File: src/cmwc_pkg.sv
package cmwc_pkg;

	localparam int MULT_W = 15;
	localparam int PROD_W = 47;

	localparam logic [MULT_W-1:0] CMWC_MULT    = 15'd18782;
	localparam logic [31:0]       CMWC_BASE    = 32'hffff_fffe;
	localparam logic [31:0]       CARRY_RESET  = 32'd362436;
	localparam logic [31:0]       GOLDEN_RESET = 32'h9e37_79b9;

	localparam logic OP_DRAW = 1'b0;
	localparam logic OP_SEED = 1'b1;

	typedef logic [31:0] word_t;
	typedef logic [PROD_W-1:0] prod_t;

endpackage

File: src/cmwc_seeder.sv
module cmwc_seeder #(
	parameter int LAG_DEPTH = 4096
) (
	input  logic                         clk,
	input  logic                         arst_n,
	input  logic                         start,
	input  cmwc_pkg::word_t              seed,
	input  cmwc_pkg::word_t              k,
	output logic                         busy,
	output logic                         wr_en,
	output logic [$clog2(LAG_DEPTH)-1:0] wr_addr,
	output cmwc_pkg::word_t              wr_data
);

	localparam int AW = $clog2(LAG_DEPTH);
	localparam logic [AW-1:0] LAST = AW'(LAG_DEPTH - 1);

	logic            busy_q;
	logic [AW-1:0]   n_q;
	cmwc_pkg::word_t seed_q;
	cmwc_pkg::word_t e1_q;
	cmwc_pkg::word_t e2_q;
	cmwc_pkg::word_t e3_q;
	cmwc_pkg::word_t w;

	// entry 0 is the seed, the next two step by k, later ones mix the lagged entries
	always_comb begin
		priority if (n_q == '0) begin
			w = seed_q;
		end else if (n_q == AW'(1) || n_q == AW'(2)) begin
			w = e1_q + k;
		end else begin
			w = e3_q ^ e2_q ^ k ^ 32'(n_q);
		end
	end

	always_ff @(posedge clk or negedge arst_n) begin
		if (!arst_n) begin
			busy_q <= 1'b0;
			n_q    <= '0;
		end else if (start) begin
			busy_q <= 1'b1;
			n_q    <= '0;
		end else if (busy_q) begin
			if (n_q == LAST) begin
				busy_q <= 1'b0;
			end
			n_q <= n_q + AW'(1);
		end
	end

	always_ff @(posedge clk) begin
		if (start) begin
			seed_q <= seed;
		end
		if (busy_q) begin
			e1_q <= w;
			e2_q <= e1_q;
			e3_q <= e2_q;
		end
	end

	assign busy    = busy_q;
	assign wr_en   = busy_q;
	assign wr_addr = n_q;
	assign wr_data = w;

endmodule

File: config.mk
export PLATFORM = sky130hd
export DESIGN_NAME = cmwc_seeder
export DESIGN_NICKNAME = d
export VERILOG_FILES = /design/src/cmwc_pkg.sv /design/src/cmwc_seeder.sv
export SDC_FILE = /design/constraint.sdc
export NUM_CORES = 1
export LEC_CHECK = 0
export ABC_AREA = 1
export BUFFER_PORTS_ARGS = -buffer_cell sky130_fd_sc_hd__buf_2
export CAP_MARGIN = 20
export CELL_PAD_IN_SITES_DETAIL_PLACEMENT = 1
export CELL_PAD_IN_SITES_GLOBAL_PLACEMENT = 2
export CORE_MARGIN = 8
export CORE_UTILIZATION = 39
export DETAILED_ROUTE_END_ITERATION = 12
export PLACE_DENSITY = 0.87
export SLEW_MARGIN = 20
export SYNTH_ARGS = -nofsm -noshare
export SYNTH_HDL_FRONTEND = slang
export SYNTH_SLANG_ARGS = --single-unit
File: constraint.sdc
create_clock -name clk -period 5.6 [get_ports clk]
set_input_delay 0.56 -clock clk [delete_from_list [all_inputs] [get_ports clk]]
set_output_delay 0.56 -clock clk [all_outputs]
set_load 0.05 [all_outputs]
==> results.json <==
{
  "finalClockSkew_ns": 0.0134,
  "cts_made_buffers": 17,
  "hpwlAfterDp_um": 17700,
  "arrival_ns": 3.06,
  "cts_tree": "yes",
  "routedWlPerCell_um": 17.9,
  "syn-num-nets": 1020,
  "first_iter_violations": 356,
  "grt-ovfl-total": 0,
  "fin_ws_ns": 1.98,
  "firstDrtPassIters": 6,
  "place_inst": 1292,
  "final_common_cell": "nand2_1",
  "final.setup.tns_ns": 0,
  "post_cts_buffers": 0,
  "grt_max_degree": 54,
  "syn_avg_cell_area_um2": 9.12,
  "worst_pin_slew_ns": 1.03,
  "place_ws_ns": 2.19,
  "layout_worst_path_cycle_share": 0.647,
  "p_per_area_nw_per_um2": 578,
  "final_util": 0.463,
  "synthFlopType": "edfxtp_1",
  "grt_pass1_wl_um": 37800,
  "critPathLaunchType": "flip-flop",
  "leakage_uw": 0.00444,
  "dpl_cell_area_um2": 9180,
  "crit_required_ns": 5.04,
  "path_clk_slew_ns": 0.07,
  "dieArea_um2": 26400,
  "vias_per_cell": 4.92,
  "gp_congestion": 0.849,
  "die_height_um": 162,
  "nets": 1139,
  "top_usage_layer": "met2",
  "drc": 0,
  "clock_sinks": 141,
  "maxCapViolCount": 0,
  "async_flop_share": 0.0922,
  "placement.io_buffers": 112,
  "vias": 6509,
  "seqCellArea_um2": 4170,
  "fmax_mhz": 276,
  "antenna_found_initial": 0,
  "num_rows": 53,
  "period_needed_ns": 3.62,
  "final_cell_mix": "nand2_1, edfxtp_1, inv_1",
  "hp-class": "input pin to async pin",
  "diodes": 0,
  "clock_path_buffers": 2,
  "final_cells": 1324,
  "fillCellCount": 2486,
  "synthTopCellsByArea": "edfxtp_1, nand2_1, xnor2_1",
  "run_status": "finished, final reports clean",
  "yosys.area.top_type_share": 0.460,
  "multi_input_area_um2": 3600,
  "die_w_um": 162,
  "hold_viol_final": 0,
  "critical_path_class": "flip-flop to output pin",
  "grt_use_met2": 0.297,
  "grt_setup_unrepaired": "no",
  "gr-usage-met1": 0.243,
  "clock_latency_ns": 0.43,
  "yosysSeqAreaShare": 0.499,
  "use_met3": 0.0410,
  "yosys_warnings": 0,
  "cts_resized": 0,
  "htreeDepth": 4,
  "initial_utilization": 0.398,
  "cts-root-buf": "clkbuf_16",
  "setup_violations": 0,
  "slew_violations": 0,
  "drive_gt1_frac": 0.171,
  "yosysTopAreaCell": "edfxtp_1",
  "synth.distinct_cells": 37,
  "syn_inst": 917,
  "path_max_fanout": 37,
  "postRouteAntennaNets": 0,
  "vdd_drop_max_mv": 0.287,
  "first_global_vias": 7028,
  "grt_usage": 0.183,
  "io_pins": 113,
  "worstRegToRegCells": 6,
  "wl_um": 23600,
  "core_um2": 21000,
  "final_area_um2": 9730,
  "end_kind": "output pin",
  "slew_headroom": 0.312,
  "syn2layout_area_growth_pct": 16.3,
  "ys_ff_latch": 141,
  "postCtsHoldBufs": 0,
  "synth-edff-count": 128,
  "synthesis.area_um2": 8360
}
-- Yosys cell counts (2+ instances only) --
master	count
a21oi_1	76
a21oi_2	14
buf_2	5
buf_4	2
buf_6	4
clkbuf_1	2
clkinv_4	2
dfrtp_1	13
edfxtp_1	128
ha_1	35
inv_1	122
inv_2	2
nand2_1	251
nand3_1	39
nand3_2	10
nand3b_1	5
nand4_1	3
nor2_1	73
nor2_2	2
nor3_1	8
nor4_4	2
o21ai_0	16
o21bai_1	3
xnor2_1	70
xor2_1	18
-- registers in the layout (all words and copies together) (netlist names) --
register / flops
e3_q: 32
e2_q: 32
wr_addr: 12
busy: 1
e1_q: 32
seed_q: 32
-- where the power goes --
group	internal [µW]	total (µW)	switching (µW)
clock	618	1080	457
combinational	916	2690	1770
sequential	1630	1850	223
total	3170	5620	2450
-- critical path: stages (launching register included) --
cell      delay (ns)
dfrtp_1         0.54
nor4_4          0.46
nand3_4         0.45
clkinv_4        0.46
a21oi_1         0.09
a21oi_1         0.28
buf_2           0.33
-- metal layers --
| layer | vias up | wire, µm |
|---|---|---|
| met3 | 14 | 863 |
| li1 | 3231 | - |
| met1 | 3158 | 11400 |
| met2 | 106 | 11100 |
| met4 | 0 | 237 |
| met5 | - | 0 |
-- layout make-up --
cell class,count,area share
repair buffers,114,0.0592
clock buffers,24,0.0507
multi-input cells,636,0.370
clock inverters,8,0.00592
inverters,126,0.0497
flip-flops and latches,141,0.429
well taps,275,0.0354
-- through the flow --
stage	power [µW]	hold slack (ns)
global placement	4490	0.438
detailed placement	4560	0.443
finish	5620	0.0169
CTS	5680	0.00604
floorplan	3860	0.264
global route	6010	0.0248
-- kinds of logic (layout without fill, tap and decap cells) --
group                    after synthesis  count (layout)  synth area share
AND/OR/NAND/NOR                      398             398             0.206
buffers and inverters                140             272            0.0706
AO/OA/AOI/OAI                        114             114            0.0781
flip-flops                           141             141             0.499
adder cells (fa/ha/maj)               36              36            0.0548
XOR/XNOR                              88              88            0.0922
-- path summary, 6_finish.rpt --
check,slack [ns],start,endpoint
max,1.98,wr_addr[3]$_DFFE_PN0P_,wr_data[6]
min,0.02,arst_n,wr_addr[5]$_DFFE_PN0P_
max reg2reg,3.09,wr_addr[3]$_DFFE_PN0P_,e1_q[4]$_DFFE_PP_
min reg2reg,0.45,e1_q[17]$_DFFE_PP_,e2_q[17]$_DFFE_PP_
max in group asynchronous,5.31,arst_n,busy$_DFF_PN0_
min in group clk,0.30,seed[4],seed_q[4]$_DFFE_PP_
Note: power is estimated with default switching activity, not from simulation.
