<file path="src/cmwc_pkg.sv">
package cmwc_pkg;

	localparam int MULT_W = 15;
	localparam int PROD_W = 47;

	localparam logic [MULT_W-1:0] CMWC_MULT    = 15'd18782;
	localparam logic [31:0]       CMWC_BASE    = 32'hffff_fffe;
	localparam logic [31:0]       CARRY_RESET  = 32'd362436;
	localparam logic [31:0]       GOLDEN_RESET = 32'h9e37_79b9;

	localparam logic OP_DRAW = 1'b0;
	localparam logic OP_SEED = 1'b1;

	typedef logic [31:0] word_t;
	typedef logic [PROD_W-1:0] prod_t;

endpackage

</file>
<file path="src/cmwc_core.sv">
module cmwc_core (
	input  logic            clk,
	input  logic            arst_n,
	input  logic            mul_en,
	input  logic            fin_en,
	input  cmwc_pkg::word_t word,
	output cmwc_pkg::word_t value
);

	localparam int PW = cmwc_pkg::PROD_W;

	cmwc_pkg::prod_t t_s1;
	cmwc_pkg::word_t carry_q;
	cmwc_pkg::word_t c0;
	cmwc_pkg::word_t x0;
	cmwc_pkg::word_t x;
	cmwc_pkg::word_t c;
	logic            wrap;

	always_ff @(posedge clk) begin
		if (mul_en) begin
			t_s1 <= PW'(cmwc_pkg::CMWC_MULT) * PW'(word) + PW'(carry_q);
		end
	end

	always_comb begin
		c0    = 32'(t_s1[PW-1:32]);
		x0    = t_s1[31:0] + c0;
		wrap  = x0 < c0;
		x     = x0 + 32'(wrap);
		c     = c0 + 32'(wrap);
		value = cmwc_pkg::CMWC_BASE - x;
	end

	always_ff @(posedge clk or negedge arst_n) begin
		if (!arst_n) begin
			carry_q <= cmwc_pkg::CARRY_RESET;
		end else if (fin_en) begin
			carry_q <= c;
		end
	end

endmodule

</file>
<file path="config.mk">
export PLATFORM = sky130hd
export DESIGN_NAME = cmwc_core
export DESIGN_NICKNAME = d
export VERILOG_FILES = /design/src/cmwc_pkg.sv /design/src/cmwc_core.sv
export SDC_FILE = /design/constraint.sdc
export NUM_CORES = 1
export LEC_CHECK = 0
export ABC_CLOCK_PERIOD_IN_PS = 17800
export BUFFER_PORTS_ARGS = -buffer_cell sky130_fd_sc_hd__buf_2
export CAP_MARGIN = 20
export CORE_ASPECT_RATIO = 0.9
export CORE_MARGIN = 8
export CORE_UTILIZATION = 70
export CTS_CLUSTER_SIZE = 16
export DETAILED_ROUTE_END_ITERATION = 16
export GPL_ROUTABILITY_DRIVEN = 0
export GPL_TIMING_DRIVEN = 0
export PLACE_DENSITY = 0.89
export RECOVER_POWER = 25
export SLEW_MARGIN = 5
export SYNTH_ARGS = -nofsm -noshare
export SYNTH_HDL_FRONTEND = slang
export SYNTH_SLANG_ARGS = --single-unit
</file>
<file path="constraint.sdc">
create_clock -name clk -period 17.8 [get_ports clk]
set_clock_uncertainty 0.1 [all_clocks]
set_input_delay 0 -clock clk [delete_from_list [all_inputs] [get_ports clk]]
set_output_delay 0 -clock clk [all_outputs]
set_load 0.05 [all_outputs]
</file>
==> run summary <==
In this run the remaining antenna-violating nets after routing total 0. The final count of pins violating max slew was 48. The met3 track demand over resource in global routing is 4.07%, and the area of the die is 26100 sq um.

Required time reported for the critical path endpoint: 17.70 ns. STA classifies the critical path startpoint as a flop. Once the clock tree was built, the setup fixing pass inserted 0 buffers.

Summing the areas of all compound-gate instances in the mapped netlist gives 12.5% of the synthesized area. The area growth from synthesis to layout is 6.99%. The via count came out at 12.1k. Yosys mapped a number of flops with a built-in enable equal to 47. The residual overflow from global routing was 0. The worst register-to-register path has a setup slack of 12.11 ns. The synthesized netlist devotes 45.2% of its cell area to adder and majority cells. The clock insertion delay at the later pin of the skew report was 0.34 ns; the width of the die was 169 um.

After the last flow step, the layout net total stands at 2169. The relative slew slack came out at -70.2%. Fraction of layout instances using a drive strength above 1: 7.57%. The clock transition at the registers of the reported paths is 0.06 ns. The run finished, with violations left.

Vertical die dimension: 154 um. Once placement finished, the instance area stood at 15500 sq um. By startpoint and endpoint, the worst setup path is classified as reg -> out. The netlist uses 79 different library cells. For the initial antenna violation count, the log shows 0. The number of global-route vias before repair came out at 13.0k. Dividing the final minimum period by the clock period gives 41.6%.

The endpoint type of the worst setup path was a primary output. In this run the count of I/O pins placed on the die edge is 68. The library cells used most frequently in the layout, excluding fill and tap cells, are 311 x inv_1, 263 x ha_1, 170 x fa_1, 100 x xnor2_1, 93 x a21oi_1. The checks that failed: capacitance limit, slew limit. The run gives 61000 um as the first-pass GRT wire length. Once layout is complete, the utilization of the core stands at 76.3%. Using the TritonRoute via totals, the vias-per-cell ratio works out to 6.09. For the number of standard cells after synthesis, the log shows 1620. The count of buffers added on input and output ports is 67. Signal arrival time at the worst endpoint: 7.31 ns. The synthesized netlist devotes 8.69% of its cell area to XOR and XNOR gates. The detailed router finished its first iteration with 1063 violations.

The longest clock path from root to sink contains 2 buffers. The initial core utilization was 71.3%. The simple logic cell fraction of the synthesized area works out to 12.4%. The met1 usage in global routing was 33.5%; the share of flip-flops with an asynchronous set or reset was 26.6%.

The synthesized design devotes to its leading area cell type 23.0% of total area. For the pin with the worst max-slew slack, the measured transition is 2.55 ns. The post-synthesis mux area share is 0.220%, and the final-layout setup total negative slack is 0 ns.

After routing the design area is 15800 sq um. The logs give 30600 um for the placed wire-length estimate and 52.3% for the routing usage on met2. The max capacitance violation total was 1; the worst setup timing slack at the placement stage was 10.19 ns. The repair_antennas step left the layout with diodes totalling 0. Setup violations remaining at the end of the flow were counted as 0.

The number of buffers inserted by hold repair at cts was 2; the largest net degree at the start of global routing was 48. By area the synthesized netlist is led by fa_1 23%, ha_1 22%, edfxtp_1 9.5%, inv_1 7.9%, xnor2_1 5.9%. In the final routed layout, each cell accounts on average for 18.3 um. In this run the worst hold path is classified as in -> reg. After floorplanning, the core was sized to cover 20800 sq um. The number of sinks on the clock net came out at 64.

In the global route stage, overall resource usage came out at 28.7%. The synthesized design spends more area on one cell type than any other, namely fa_1. The routed design has 36400 um of wire. The clock period could shrink to 7.41 ns. After layout, the worst setup slack is 10.39 ns. The cell area that synthesis handed to floorplanning was 14800 sq um.

The share of the Yosys chip area taken by registers is 12.5%. The number of failing hold endpoints at the final stage came out at 0. TritonCTS built the clock tree.

The total nets after synthesis is 2089. For this run, design rule violations remaining after detail routing come to 0. Leaving out fill and tap cells, the most frequent cell in the layout is inv_1. The clock tree synthesis step divided the H-tree into 3 levels. The tools report the length of the first detailed-routing pass in iterations as 6. The maximum clock frequency is 135 MHz. met2 is the most crowded layer. The average instance in the mapped netlist occupies 9.14 sq um. Root buffer cell: clkbuf_16. Clock tree synthesis inserted a total of 9 buffers. After synthesis, the largest family of logic cells by area is adder cells. The predominant post-synthesis flop cell is edfxtp_1. Setup repair after global routing left no endpoint under its margin. Count of synthesis-stage warnings from yosys: 0. Number of placement rows: 50. Once the clock tree was built, the resizer swapped 0 gates to a different size.

Synthesis inferred 64 register bits. The peak fanout along the critical path is 8.
[layer usage]
| layer | vias to the layer above | part of all wire, % |
|---|---|---|
| li1 | 5636 | - |
| met1 | 5859 | 38 |
| met2 | 528 | 51 |
| met3 | 103 | 6.9 |
| met4 | 0 | 3.5 |
| met5 | - | 0 |
[cell usage after synthesis (4+ instances only)]
cell        n
fa_1      170
o21a_1     13
o21ai_1     6
clkbuf_1   16
a21oi_1    93
o211ai_1   13
nor3_1     26
a31oi_1    10
nand3_1    37
a21o_1     29
or4_1       4
dfrtp_1     9
buf_2       7
or3_1       4
ha_1      263
a31o_2      4
nand2_1    91
a22oi_1     4
nor2b_1    11
xor2_1     47
xnor2_1   100
o21bai_1    8
a211oi_1   13
o21ai_0    56
edfxtp_1   47
and2_1     12
nand4_1    31
nor4_1      4
inv_1     311
nand2b_1    8
a21oi_2     4
nand3b_1    4
and4_1      7
dfstp_2     8
nor2_1     75
and3_1     20
[per-stage QoR]
stage | hold slack [ns] | std cells
floorplan | -0.396 | 1620
global placement | -0.164 | 1973
detailed placement | -0.148 | 1973
CTS | 0.0435 | 1991
global route | 0.0591 | 1991
finish | 0.0532 | 1991
[final cells by class]
class,count,area (sq um)
clock buffers,9,225
inverters,311,1170
repair buffers,69,353
flip-flops and latches,64,1850
well taps,286,358
clock inverters,7,100
multi-input cells,1220,11700
plain buffers,25,105
fillers,1444,4920
[path summary, 6_finish.rpt]
path                       startpoint     endpoint  depth (start not counted)
max reg2reg                  t_s1[32]  carry_q[15]                         20
min                           word[0]      t_s1[1]                          2
min reg2reg                carry_q[0]      t_s1[0]                          0
min in group asynchronous      arst_n   carry_q[4]                          2
max                          t_s1[32]    value[31]                         25
max in group asynchronous      arst_n  carry_q[12]                          2
[kinds of logic after synthesis]
logic type               Yosys count
adder cells (fa/ha/maj)          433
AND/OR/NAND/NOR                  352
buffers and inverters            336
AO/OA/AOI/OAI                    285
XOR/XNOR                         147
flip-flops                        64
multiplexers                       3
[flip-flops by register name, summed over array words and instances, names as in the netlist]
register / cells
t_s1: 47
carry_q: 17
[worst max-delay path: stages (launching register included)]
cell and delay [ns]:
edfxtp_1 0.48, ha_1 0.26, fa_1 0.44, a21o_1 0.19
a21oi_2 0.22, o21ai_2 0.12, a211o_1 0.36, and2_1 0.18
clkbuf_1 0.22, nand2_1 0.13, xor2_1 0.43, nand2_1 0.11
nor4_1 0.34, nand4_1 0.15, or4_1 0.67, ha_1 0.25
inv_1 0.07, nand3_1 0.10, nor2_1 0.20, and2_1 0.18
nand4_1 0.23, or4_4 0.61, or2_1 0.30, nor4_2 0.31
xnor2_1 0.15, buf_2 0.28
Power is left out: the tool's default activity adds up to more than one toggle a clock period on the data nets, which glitch-free logic cannot reach.
